===== src/rtl/core/svm_ram.sv =====
// generic single write port ram with registered read
module svm_ram #(
  parameter int WIDTH = 16,
  parameter int DEPTH = 256
) (
  input  logic                                         clk,
  input  logic                                         we,
  input  logic [((DEPTH > 1) ? $clog2(DEPTH) : 1)-1:0] waddr,
  input  logic [WIDTH-1:0]                             wdata,
  input  logic [((DEPTH > 1) ? $clog2(DEPTH) : 1)-1:0] raddr,
  output logic [WIDTH-1:0]                             rdata
);
  logic [WIDTH-1:0] mem [DEPTH];
  logic [WIDTH-1:0] rdata_r;

  always_ff @(posedge clk) begin
    if (we) begin
      mem[waddr] <= wdata;
    end
    rdata_r <= mem[raddr];
  end

  assign rdata = rdata_r;
endmodule


===== config.mk =====
export PLATFORM = sky130hd
export DESIGN_NAME = svm_ram
export DESIGN_NICKNAME = d
export VERILOG_FILES = /design/src/rtl/core/svm_ram.sv
export SDC_FILE = /design/constraint.sdc
export NUM_CORES = 2
export LEC_CHECK = 0
export BUFFER_PORTS_ARGS = -buffer_cell sky130_fd_sc_hd__buf_2
export CORE_ASPECT_RATIO = 1.75
export CORE_MARGIN = 1.5
export CORE_UTILIZATION = 35
export DETAILED_ROUTE_END_ITERATION = 8
export SLEW_MARGIN = 0
export SYNTH_ARGS = -nofsm -noshare
export SYNTH_HDL_FRONTEND = slang
export SYNTH_SLANG_ARGS = --single-unit
export TNS_END_PERCENT = 100

===== constraint.sdc =====
create_clock -name clk -period 2.7 [get_ports clk]
set_input_delay 0.27 -clock clk [delete_from_list [all_inputs] [get_ports clk]]
set_output_delay 0.27 -clock clk [all_outputs]
set_load 0.02 [all_outputs]

---- Word level (Yosys, flattened, before mapping) ----
Memory sizes are Yosys's and may differ from the RTL's. A register that Yosys moved wholly into a read port is not among the register bits.
Cells that the tools add are included.
storage, ports and cells
  flip-flop bits (word level) ............. 0
  memory bits (writable) .................. 4,096
  output and inout bits ................... 16
  logic and storage cells ................. 3
  memories kept ........................... 1
cells by class
  mux-type cells .......................... 2
memory list
  memory  depth  bits a word  read ports  clocked after Yosys merged registers in  wr ports  line  source
  mem     256    16           1           1                                        1         13    logic [WIDTH-1:0] mem [DEPTH];
operator list
  operator  count
  $mux W1   2

---- Depth between registers and ports, before layout ----
  depth in word-level cells ............... 2
  depth in mapped cells ................... 12
  mapped depth without buffers ............ 6

---- Worst setup path before layout ----
No wires, ideal clock.
  path kind ............................... input to register
  start ................................... input port waddr[3] (netlist bit)
  end ..................................... memory mem[235][0] (enable)
  setup time .............................. 0.388 ns
  data arrival time ....................... 2.047 ns
  slack ................................... 0.265 ns
  stages .................................. 6
  buffers on the path ..................... 3
  cell sequence ........................... clkbuf_1 nor2b_1 clkbuf_1 nand4_1 clkbuf_1 nor2_1
RTL lines
  what                line  source
  start: declaration  8     input logic [((DEPTH > 1) ? $clog2(DEPTH) : 1)-1:0] waddr,
  end: declaration    13
Straight into the memory's write port.

==> impl.org <==
** Clock network
- The cell sitting at the root of the clock tree is a sky130_fd_sc_hd__clkbuf_16.
- Post-CTS Setup Inserts :: 0
- CTS H-tree depth :: 5
- CTS tree :: yes
- Clock sink total :: approximately 4,000
- After clock tree synthesis, the clock-pin slew on the worst setup and hold paths is 70 ps.
- Clock tree synthesis inserted a total of 340 buffers.
- Worst-case clock buffer depth :: 4
- Clock latency on the worst-skew pair, taken at its later pin, is 970 ps.

** Detailed routing
- The count of nets left with antenna violations once routing finished came out at 0.
- Summing over every cut layer, the via total after detailed routing is ~80,000.
- Summed over all layers, the routed wires come to about 460 mm.
- Per-cell routed wire length :: between 30 and 40 um
- The detailed router finished its first iteration with between 8,000 and 9,000 violations.
- First-pass detailed-route iteration total :: 5
- Detail-routed via count per cell :: 5.52
- For this run, design rule violations remaining after detail routing come to 0.

** Worst setup path
- Together, buffers and inverters on the worst path number 6.
- Walking the worst path, the cells encountered are buf_12 > buf_4 > buf_12 > buf_12 > buf_4 > mux2i_1 > o22ai_2 > mux2i_1 > a22oi_1 > buf_4 > nand4_1 > nor4_1.
- Startpoint types :: input port
- Largest fanout on the critical path :: 34
- Largest incremental delay on the critical path :: 450 ps
- Type of element capturing the critical path :: register
- Data on the critical path arrives at its endpoint at 3490 ps.
- The critical path in this run is classified as input port to register.
- Register-to-register path setup slack :: 20 ps
- At the worst endpoint, the required time is 3510 ps.
- Among all stages on the critical path, the largest delay is contributed by sky130_fd_sc_hd__nor4_1.
- Broken down by cell family, the worst path's largest delay share belongs to buffers and inverters.

** Global route
- Total GRT Usage :: 19.9%
- First-pass GRT wire length :: 646 mm
- Initial antenna violation count :: 19
- Overflow after GRT :: 0
- Maximum number of pins on one net before global-route repair :: 107
- Via count of the first global-routing pass :: about 83,000

** Place
- Placement-stage worst setup slack :: -1050 ps
- Once placement finished, the instance area stood at 174,000 sq um.
- Routability-driven placement finished with a final weighted congestion of just under 1.
- In this run the tool buffered the top-level ports with 49 buffer cells.
- Summed over all nets, the half-perimeter wirelength after detailed placement is 305 mm.
- # placed instances :: 13,900

** Timing
- The clock period could shrink to 2690 ps.
- Timing-limited maximum frequency :: approximately 370 MHz
- Setup violations remaining at the end of the flow were counted as 0.
- Setup TNS :: 0 ps
- The count of final hold-check violations came to 0.
- In the finished design, the share of the clock period the worst path needs comes to 99.5%.
- Max-slew violations :: 0
- Fin Clk Skew :: 73.6 ps
- Setup repair after global routing missed its margin :: no
- Worst-margin pin slew :: approximately 1400 ps
- In this run the tightest slew margin relative to its limit is approximately 5.4%.
- After layout, the worst setup slack is 14.7 ps.

** Cells and area
- Summed area of non-filler cells in the final layout :: 186,000 sq um
- Post-route insts no fill :: 14,600
- Compared with the post-synthesis result, the final layout area differs by 17.0%.
- In the final layout, the share of cells above drive strength 1 is 29.5%.
- Total Nets Final :: 8,407

** Logic synthesis
- After synthesis, the share of flip-flops with an asynchronous set or reset is 0%.
- Of the synthesized area, sequential elements account for between 70% and 80%.
- In the synthesized netlist, the number of instances is 7,360.
- After synthesis the cells add up to 159,000 sq um.
- Averaged over all synthesized cells, the footprint is 21.6 sq um.
- The synthesized design contains 4,096 enable-type register cells.
- Post-synthesis register bit count :: 4,112
- Among all flip-flop cells after synthesis, the most frequent one is sky130_fd_sc_hd__edfxtp_1.
- Post-Synthesis Net Count :: 7,394
- Synthesis instantiated 52 different standard cells from the library.
- The Yosys step of the flow raised 0 warnings.

** Die
- Vertical die dimension :: 894 um
- Placeable Area :: 452,000 sq um
- Measured along the x axis, the die boundary spans 512 um.
- Die area :: roughly 460,000 sq um
- Once the floorplan was initialized, standard cells occupied 35.1% of the core.
- Standard-cell rows :: between 300 and 400
- In this run the count of I/O pins placed on the die edge is 50.

** Pwr
- The worst-case IR drop observed on VDD is 0.000582 V.
- The analysis attributes to cell leakage a power of 59.3 nW.
- In this run the power density over the cells is around 690 nW/um^2.

** Worst hold path
- The min-delay analysis places its worst path in the category input port to register.

** Run
- Max-cap violations :: 0

** Outcome
- Run status :: finished clean
[report_power, final]
group	internal [W]	switching, W
sequential	0.0703	0.000139
combinational	0.00295	0.00485
clock	0.0272	0.0229
total	0.100	0.0279
[metrics by stage]
step	util, %	hold WS, ps	total power (W)
after floorplan	-	369	0.0753
after global routing	41.1	94.3	0.131
final	41.1	91.8	0.128
after global placement	38.6	685	0.0795
after detailed placement	38.6	694	0.0796
after CTS	41.1	23.9	0.129
[synthesized netlist by cell type (3+ instances only)]
cell	number	area share (%)
sky130_fd_sc_hd__mux2_2	88	0.62
sky130_fd_sc_hd__buf_4	26	0.12
sky130_fd_sc_hd__o32ai_1	20	0.11
sky130_fd_sc_hd__edfxtp_1	4096	77
sky130_fd_sc_hd__a21oi_1	175	0.55
sky130_fd_sc_hd__a22o_1	32	0.18
sky130_fd_sc_hd__buf_12	5	0.063
sky130_fd_sc_hd__mux2i_1	565	3.6
sky130_fd_sc_hd__buf_8	11	0.10
sky130_fd_sc_hd__clkbuf_1	230	0.54
sky130_fd_sc_hd__buf_6	77	0.55
sky130_fd_sc_hd__nand2_1	38	0.090
sky130_fd_sc_hd__nor2b_1	9	0.035
sky130_fd_sc_hd__or2_2	4	0.016
sky130_fd_sc_hd__a211oi_1	18	0.085
sky130_fd_sc_hd__dfxtp_1	16	0.20
sky130_fd_sc_hd__a22oi_1	43	0.20
sky130_fd_sc_hd__o221ai_1	252	1.4
sky130_fd_sc_hd__nor3_1	92	0.29
sky130_fd_sc_hd__inv_1	3	0.0071
sky130_fd_sc_hd__buf_2	76	0.24
sky130_fd_sc_hd__o21ai_0	37	0.12
sky130_fd_sc_hd__a2111oi_0	6	0.033
sky130_fd_sc_hd__mux4_2	797	11
sky130_fd_sc_hd__nand2b_1	3	0.012
sky130_fd_sc_hd__a31oi_1	6	0.024
sky130_fd_sc_hd__nand4b_1	3	0.017
sky130_fd_sc_hd__nand3_1	35	0.11
sky130_fd_sc_hd__nor4_1	17	0.067
sky130_fd_sc_hd__nand4_1	26	0.10
sky130_fd_sc_hd__nor2_1	304	0.72
sky130_fd_sc_hd__o31ai_1	16	0.076
sky130_fd_sc_hd__a221oi_1	28	0.15
sky130_fd_sc_hd__buf_1	27	0.064
sky130_fd_sc_hd__and3_1	11	0.043
sky130_fd_sc_hd__o22ai_1	148	0.58
[kinds of logic (layout without fill, tap and decap cells)]
| group | after synthesis | count (layout) | share of synthesized area [%] |
|---|---|---|---|
| flops | 4112 | 4112 | 77.7 |
| mux | 1450 | 1450 | 15.5 |
| compound gates | 786 | 786 | 3.54 |
| simple gates | 556 | 556 | 1.57 |
| buf+inv | 456 | 1730 | 1.69 |
| other cells | 0 | 20 | 0 |
[metal layers]
layer | track usage [%] | routed length, um | up-vias
met2 | 35.9 | 242000 | 3129
met3 | 2.30 | 24600 | 905
met4 | 14.1 | 38300 | 14
met5 | 0 | 93 | -
li1 | - | - | 33200
met1 | 21.5 | 157000 | 43100
[what timing repair did]
action / in CTS / in global routing
hold buffers: 16 / 0
gates cloned: 0 / 0
pin swaps: 0 / 2
endpoints found under the hold margin: 924 / 0
endpoints found under the setup margin: 8 / 5
gates resized for setup: 11 / 10
[worst register-to-register path: stages (launching register included)]
cell	delay [ps]
sky130_fd_sc_hd__edfxtp_1	360
sky130_fd_sc_hd__mux4_2	490
sky130_fd_sc_hd__mux4_2	630
sky130_fd_sc_hd__a22o_1	470
sky130_fd_sc_hd__o32ai_4	370
sky130_fd_sc_hd__buf_4	210
sky130_fd_sc_hd__nor4_1	60
[layout make-up]
| class | count | area (sq um) |
|---|---|---|
| Sequential cell | 4112 | 123000 |
| Clock buffer | 412 | 8990 |
| Inverter | 4 | 27.5 |
| Timing Repair Buffer | 1123 | 11000 |
| Fill cell | 39000 | 266000 |
| Antenna cell | 20 | 50.0 |
| Tap cell | 5922 | 7410 |
| Multi-Input combinational cell | 2792 | 33000 |
| Clock inverter | 191 | 1910 |
[layout by cell type, fill, tap and decap left out, types with 53 or more instances in the layout]
cell | Yosys | final
sky130_fd_sc_hd__edfxtp_1 | 4096 | 4096
sky130_fd_sc_hd__buf_4 | 26 | 863
sky130_fd_sc_hd__mux4_2 | 797 | 797
sky130_fd_sc_hd__mux2i_1 | 565 | 565
sky130_fd_sc_hd__clkbuf_16 | 0 | 349
sky130_fd_sc_hd__nor2_1 | 304 | 263
sky130_fd_sc_hd__o221ai_1 | 252 | 252
sky130_fd_sc_hd__buf_12 | 5 | 195
sky130_fd_sc_hd__a21oi_1 | 175 | 175
sky130_fd_sc_hd__o22ai_1 | 148 | 146
sky130_fd_sc_hd__mux2_2 | 88 | 88
sky130_fd_sc_hd__nor3_1 | 92 | 83
sky130_fd_sc_hd__clkinv_1 | 0 | 73
sky130_fd_sc_hd__clkbuf_1 | 230 | 61
sky130_fd_sc_hd__clkinv_2 | 0 | 53
[registers in the layout, indices dropped and copies added (netlist names)]
register,count
rdata,16
mem,4096
[final timing paths]
path	startpoint	end	cells after the start
max	raddr[0]	rdata[10]	12
min	raddr[6]	rdata[12]	5
max reg2reg	mem[63][1]	rdata[1]	6
min reg2reg	mem[106][6]	rdata[6]	6
No activity file was read; power rests on OpenSTA's default activity.
