`config.mk`:
```
export PLATFORM = sky130hd
export DESIGN_NAME = svm_mix_dp
export DESIGN_NICKNAME = d
export VERILOG_FILES = /design/src/rtl/core/svm_pkg.sv /design/src/rtl/core/svm_mix_dp.sv
export SDC_FILE = /design/constraint.sdc
export NUM_CORES = 2
export LEC_CHECK = 0
export BUFFER_PORTS_ARGS = -buffer_cell sky130_fd_sc_hd__buf_2
export CORE_MARGIN = 5
export CORE_UTILIZATION = 30
export CTS_CLUSTER_SIZE = 28
export DETAILED_ROUTE_END_ITERATION = 8
export GPL_TIMING_DRIVEN = 0
export PLACE_DENSITY = 0.41
export SLEW_MARGIN = 15
export SYNTH_ARGS = -nofsm -noshare
export SYNTH_HDL_FRONTEND = slang
export SYNTH_SLANG_ARGS = --single-unit
```
`constraint.sdc`:
```
create_clock -name clk -period 9.7 [get_ports clk]
set_clock_uncertainty 0.15 [all_clocks]
set_input_delay 0.485 -clock clk [delete_from_list [all_inputs] [get_ports clk]]
set_output_delay 0.485 -clock clk [all_outputs]
set_load 0.01 [all_outputs]
```
`src/rtl/core/svm_pkg.sv`:
```
// shared types and constants of the sample voice mixer
package svm_pkg;

  localparam int SMP_W    = 16;
  localparam int POS_W    = 33;
  localparam int FRAC_W   = 16;
  localparam int IDX_W    = POS_W - FRAC_W;
  localparam int STEP_W   = 19;
  localparam int GAIN_W   = 16;
  localparam int LEN_W    = 17;
  localparam int PROD_W   = 34;
  localparam int TERM_W   = PROD_W + GAIN_W + 1;
  localparam int RND_SH   = 31;
  localparam int MIX_MAX  = 32767;
  localparam int MIX_MIN  = -32768;

  localparam logic [GAIN_W-1:0] GAIN_ONE = 16'h8000;

  typedef enum logic [1:0] {
    CMD_LOAD = 2'd0,
    CMD_TRIG = 2'd1,
    CMD_TICK = 2'd2,
    CMD_NOP  = 2'd3
  } svm_cmd_t;

  typedef enum logic [2:0] {
    ST_IDLE,
    ST_SCAN,
    ST_FETCH,
    ST_RD1,
    ST_MUL,
    ST_GAIN,
    ST_ACC,
    ST_DONE
  } svm_state_t;

  typedef struct packed {
    logic clr;
    logic cap_s0;
    logic mul_en;
    logic gain_en;
    logic acc_en;
  } svm_dp_ctrl_t;

endpackage

```
`src/rtl/core/svm_mix_dp.sv`:
```
// interpolation, gain and accumulation datapath with round and clamp
module svm_mix_dp #(
  parameter int MAX_VOICES = 16
) (
  input  logic                              clk,
  input  svm_pkg::svm_dp_ctrl_t             ctrl,
  input  logic signed [svm_pkg::SMP_W-1:0]  smp,
  input  logic [svm_pkg::FRAC_W-1:0]        frac,
  input  logic                              zero,
  input  logic                              flat,
  input  logic [svm_pkg::GAIN_W-1:0]        gain,
  output logic signed [svm_pkg::SMP_W-1:0]  mix
);
  localparam int SUM_W = svm_pkg::TERM_W + $clog2(MAX_VOICES + 1);
  localparam int DIF_W = svm_pkg::SMP_W + 1;
  localparam logic signed [SUM_W-1:0] HALF   = SUM_W'(64'sd1073741824);
  localparam logic signed [SUM_W-1:0] MIX_HI = SUM_W'(svm_pkg::MIX_MAX);
  localparam logic signed [SUM_W-1:0] MIX_LO = SUM_W'(svm_pkg::MIX_MIN);

  logic signed [svm_pkg::SMP_W-1:0]  s0_r;
  logic signed [DIF_W-1:0]           diff;
  logic signed [DIF_W-1:0]           frac_s;
  logic signed [svm_pkg::PROD_W-1:0] prod_c;
  logic signed [svm_pkg::PROD_W-1:0] prod_r;
  logic signed [svm_pkg::PROD_W-1:0] interp;
  logic signed [svm_pkg::GAIN_W:0]   gain_s;
  logic signed [svm_pkg::TERM_W-1:0] term_c;
  logic signed [svm_pkg::TERM_W-1:0] term_r;
  logic signed [SUM_W-1:0]           sum_r;
  logic signed [SUM_W-1:0]           rnd;
  logic signed [SUM_W-1:0]           shr;

  always_comb begin
    diff   = flat ? '0 : (DIF_W'(smp) - DIF_W'(s0_r));
    frac_s = $signed({1'b0, frac});
    prod_c = diff * frac_s;
    interp = zero ? '0
                  : ($signed({{(svm_pkg::PROD_W - svm_pkg::SMP_W - svm_pkg::FRAC_W){s0_r[svm_pkg::SMP_W-1]}},
                              s0_r, {svm_pkg::FRAC_W{1'b0}}}) + prod_r);
    gain_s = $signed({1'b0, gain});
    term_c = interp * gain_s;
  end

  always_ff @(posedge clk) begin
    if (ctrl.cap_s0) begin
      s0_r <= smp;
    end
    if (ctrl.mul_en) begin
      prod_r <= prod_c;
    end
    if (ctrl.gain_en) begin
      term_r <= term_c;
    end
    if (ctrl.clr) begin
      sum_r <= '0;
    end else if (ctrl.acc_en) begin
      sum_r <= sum_r + SUM_W'(term_r);
    end
  end

  // round half up, then clamp to q1.15
  always_comb begin
    rnd = sum_r + HALF;
    shr = rnd >>> svm_pkg::RND_SH;
    if (shr > MIX_HI) begin
      mix = svm_pkg::SMP_W'(svm_pkg::MIX_MAX);
    end else if (shr < MIX_LO) begin
      mix = svm_pkg::SMP_W'(svm_pkg::MIX_MIN);
    end else begin
      mix = shr[svm_pkg::SMP_W-1:0];
    end
  end
endmodule

```
After elaboration in Yosys (flattened, before gate mapping)
Index checks and enable logic that the tools add are counted.
{ "word_totals": {"regBits": 157, "elab_cells": 16} }
{ "op_classes": {"addsub": 4, "multipliers": 2, "n_lt_le_gt_ge": 2, "n_mux": 4} }
{ "ops": {"columns": ["operator", "count"], "rows": [
  ["56-bit by 32-bit adder with 56-bit output, second input constant", 1],
  ["56-bit by 51-bit adder with 56-bit output", 1],
  ["34-bit by 17-bit multiplier with 51-bit output", 1],
  ["34-bit adder", 1],
  ["17-bit by 17-bit multiplier with 34-bit output", 1],
  ["34-bit 2-to-1 mux", 1],
  ["16-bit 2-to-1 mux", 2],
  ["25-bit by 16-bit > comparator with 1-bit output, second input constant", 1],
  ["25-bit by 16-bit less-than comparator with 1-bit output, second input constant", 1],
  ["17-bit 2-to-1 mux", 1],
  ["16-bit by 16-bit subtractor with 17-bit output", 1]
]} }

Logic depth before layout (Yosys ltp)
{ "depth": {"ltp_word": 4, "mapped_depth": 36} }

Least setup slack after synthesis
No wires, ideal clock.
{ "synth_path": {"kind": "reg-to-reg", "start": "register s0_r[1] (netlist bit)", "end": "register term_r[48] (netlist bit) (data pin)", "setup_time_ns": 0.274, "arrival_time_ns": 8.241, "slack_ns": 1.035, "stages_incl_launch_ff": 31, "n_path_buf": 2, "synth_period_minus_slack_ns": 8.665, "cell_sequence": "edfxtp_1 ha_1 a21o_1 a21oi_1 o21ai_0 a21oi_1 o21ai_1 a41o_1 o41ai_4 o211ai_4 clkbuf_1 o211ai_1 fa_1 fa_1 clkbuf_1 inv_1 fa_1 fa_1 fa_1 fa_1 inv_1 ha_1 a21o_1 a21o_1 a21oi_1 o21bai_1 a21o_1 a21o_1 a221oi_1 o41ai_1 xor2_1"} }
{ "synth_between": {"elab_chain_len": 3} }
{ "synth_rtl": {"columns": ["element", "line_no", "text"], "rows": [
  ["start: declaration", "svm_mix_dp.sv:20", "logic signed [svm_pkg::SMP_W-1:0] s0_r;"],
  ["start signal: assignment", "svm_mix_dp.sv:46", "s0_r <= smp;"],
  ["34-bit adder", "svm_mix_dp.sv:39", "s0_r, {svm_pkg::FRAC_W{1'b0}}}) + prod_r);"],
  ["34-bit 2-to-1 mux", "svm_mix_dp.sv:37", "interp = zero ? '0"],
  ["34-bit by 17-bit multiplier with 51-bit output", "svm_mix_dp.sv:41", "term_c = interp * gain_s;"],
  ["named net term_c (one bit)", "svm_mix_dp.sv:27", "logic signed [svm_pkg::TERM_W-1:0] term_c;"],
  ["end signal: assignment", "svm_mix_dp.sv:52", "term_r <= term_c;"],
  ["end: declaration", "svm_mix_dp.sv:28", "logic signed [svm_pkg::TERM_W-1:0] term_r;"]
]} }
The timed path passes the listed nets, and every way through them passes these cells.
A chain may end at the register's enable or synchronous reset.

Worst setup path in the final report
{ "layout_path": {"start": "register s0_r[1] (netlist bit)", "end": "register term_r[50] (netlist bit) (data pin)"} }
Same word-level chain as after synthesis.

==> flow_metrics.env <==
export IMPL_multiInputGateArea_mm2=0.0331
export IMPL_syn_area_per_cell_um2=8.79
export IMPL_vias_per_cell=4.78
export IMPL_cpMostUsedCell="fa_1"
export IMPL_hp_class="in -> reg"
export IMPL_clkLatencyLatePin_ns=0.52
export IMPL_grt_pass1_wl_um=208000
export IMPL_cts_made_buffers=17
export IMPL_maxSlewViolCount=0
export IMPL_wirelength_um=134000
export IMPL_arrival_ns=9.40
export IMPL_drive_gt1_frac=0.0495
export IMPL_endpoint_kind="flop"
export IMPL_cp_slowest_cell="xnor2_1"
export IMPL_fillCellCount=14641
export IMPL_synthDistinctLibCells=90
export IMPL_gp_congestion=0.864
export IMPL_seq_area_mm2=0.00415
export IMPL_drv_cap=0
export IMPL_vias=31783
export IMPL_netlist_area_leader_share=0.382
export IMPL_final_hold_violation_count=0
export IMPL_io_pins=72
export IMPL_drt_iter0_drc=1780
export IMPL_synth_largest_area_cell="fa_1"
export IMPL_start_kind="flop"
export IMPL_start_util=0.302
export IMPL_worst_pin_slew_ns=1.21
export IMPL_grt_max_degree=52
export IMPL_worst_slack_ns=0.391
export IMPL_fin_crit_sh=0.960
export IMPL_ant_nets=0
export IMPL_grt_pass1_vias=33975
export IMPL_crit_fanout=8
export IMPL_synth_area_mm2=0.0416
export IMPL_row_count=136
export IMPL_cts_sinks=157
export IMPL_dp_hpwl_um=113000
export IMPL_dp_slack_ns=-0.809
export IMPL_core_area_mm2=0.138
export IMPL_port_buffers=65
export IMPL_first_pass_iters=5
export IMPL_syn_to_final_growth_pct=8.90
export IMPL_drc_errors=0
export IMPL_synthArstFlopShare=0
export IMPL_wire_per_inst_um=20.1
export IMPL_syn_nets=5876
export IMPL_outcome="finished, final reports clean"
export IMPL_h_tree_depth=4
export IMPL_synth_cells=4727
export IMPL_ys_flop_type="edfxtp_1"
export IMPL_die_w_um=382
export IMPL_overflow=0
export IMPL_cts_tree="built"
export IMPL_die_height_um=382
export IMPL_path_class="reg -> reg"
export IMPL_max_clock_freq_mhz=107
export IMPL_hold_slack_ns=0.0633
export IMPL_worstPathRequired_ns=9.79
export IMPL_yosysWarnings=0
export IMPL_dieArea_mm2=0.146
export IMPL_nets=5986
export IMPL_setup_violations_final=0
export IMPL_synth_edf_count=101
export IMPL_path_clk_slew_ns=0.07
export IMPL_period_needed_ns=9.31
export IMPL_setup_tns_ns=0
export IMPL_cts_max_path_buffers=2
export IMPL_cp_slowest_stage_delay_ns=0.91
export IMPL_grt_usage=0.185
export IMPL_yosys_top_cells_area="fa_1 38%, ha_1 9.0%, inv_1 8.8%, edfxtp_1 7.3%, nand2_1 4.8%"
export IMPL_ys_seq_elements=157
export IMPL_ys_seq_area_frac=0.0999
export IMPL_antenna_found_initial=8
export IMPL_slew_headroom=0.184
export IMPL_cts_root_buf="clkbuf_16"
## cells in the final DEF, fill, tap and decap left out, types with 27 or more instances in the layout
cell type and instances:
a21oi_1 150, nand3_1 93, nand3b_1 32, nand2_1 534, a31oi_1 31, clkbuf_1 178
nor2b_1 69, inv_1 976, a21o_1 82, and2_1 256, buf_2 72, ha_1 299
xor2_1 53, dfxtp_1 56, nor2_1 228, o21ai_0 97, buf_4 27, fa_1 790
nand2b_1 48, nor3_1 58, edfxtp_1 101, mux2i_1 31, nand4_1 39, xnor2_1 120
## critical path: cells and delay by family (launching register included)
family / cells / cell delay, ns
AOI/OAI and AO/OA: 13 / 2.90
xor gates and xnor gates: 2 / 1.01
adders and majority gates: 8 / 3.70
buffers and inverters: 5 / 0.42
DFF: 1 / 0.44
and+or+nand+nor: 2 / 0.42
## metal layers
layer | vias up | wire length [um] | track usage
met3 | 109 | 4340 | 0.0180
met5 | - | 0 | 0
met4 | 0 | 2470 | 0.0374
met2 | 572 | 65200 | 0.321
met1 | 16098 | 61800 | 0.252
li1 | 15004 | - | -
## registers in the layout, summed over array words and instances, names as in the netlist
| name | flops |
|---|---|
| prod_r | 34 |
| s0_r | 16 |
| sum_r | 56 |
| term_r | 51 |
## path summary, 6_finish.rpt
kind              slack [ns]  depth (start not counted)         end  startpoint
setup / recovery        0.39                         30  term_r[50]     s0_r[1]
hold / removal          0.06                          1    s0_r[12]     smp[12]
setup reg to reg        0.39                         30  term_r[50]     s0_r[1]
hold reg to reg         0.34                          2   sum_r[12]   sum_r[12]
## cell type report
cell class,count,share of cell area
Inverter,978,0.0811
Sequential cell,157,0.0918
Buffer,219,0.0195
Tap cell,1794,0.0496
Antenna cell,2,0.000111
Multi-Input combinational cell,3370,0.732
Clock inverter,12,0.00304
Timing Repair Buffer,94,0.0126
Clock buffer,20,0.0106
## through the flow
stage / utilization / std cells / cell area [um2]
after floorplan: - / 4727 / 41600
after global placement: 0.321 / 6586 / 44100
after detailed placement: 0.321 / 6587 / 44200
after CTS: 0.326 / 6624 / 44900
after global routing: 0.329 / 6645 / 45300
final: 0.329 / 6646 / 45300
## Yosys cell counts (all sizes together), types with 11 or more instances
cell type  number
a221oi         14
clkbuf        197
ha            300
and3           22
a21o           82
o21bai         20
xor2           55
nand2b         48
o211ai         14
a21oi         156
inv           976
o21ai         118
nor4           11
dfxtp          56
nor2          233
nor3           66
fa            793
nor2b          72
or4            17
a21boi         11
nand2         534
a311oi         18
xnor2         124
and2          257
a31oi          32
nand3          95
o21a           21
nand3b         32
mux2i          31
buf            25
edfxtp        101
a211oi         21
o311ai         21
nand4          42
## kinds of logic after synthesis
group,after synthesis,synth area share
XOR/XNOR,179,0.0377
adder cells (fa/ha/maj),1095,0.473
buffers and inverters,1200,0.109
AO/OA/AOI/OAI,591,0.0967
multiplexers,31,0.00747
flip-flops,157,0.0999
AND/OR/NAND/NOR,1474,0.177
## what timing repair did
item / CTS / global route
hold buffers: 4 / 0
endpoints found under the hold margin: 4 / 0
buffers inserted: 3 / 21
setup endpoints to repair: 12 / 18
gates resized for setup: 19 / 60
pin swaps: 4 / 14
Power is left out: the tool's default activity adds up to more than one toggle a clock period on the data nets, which glitch-free logic cannot reach.
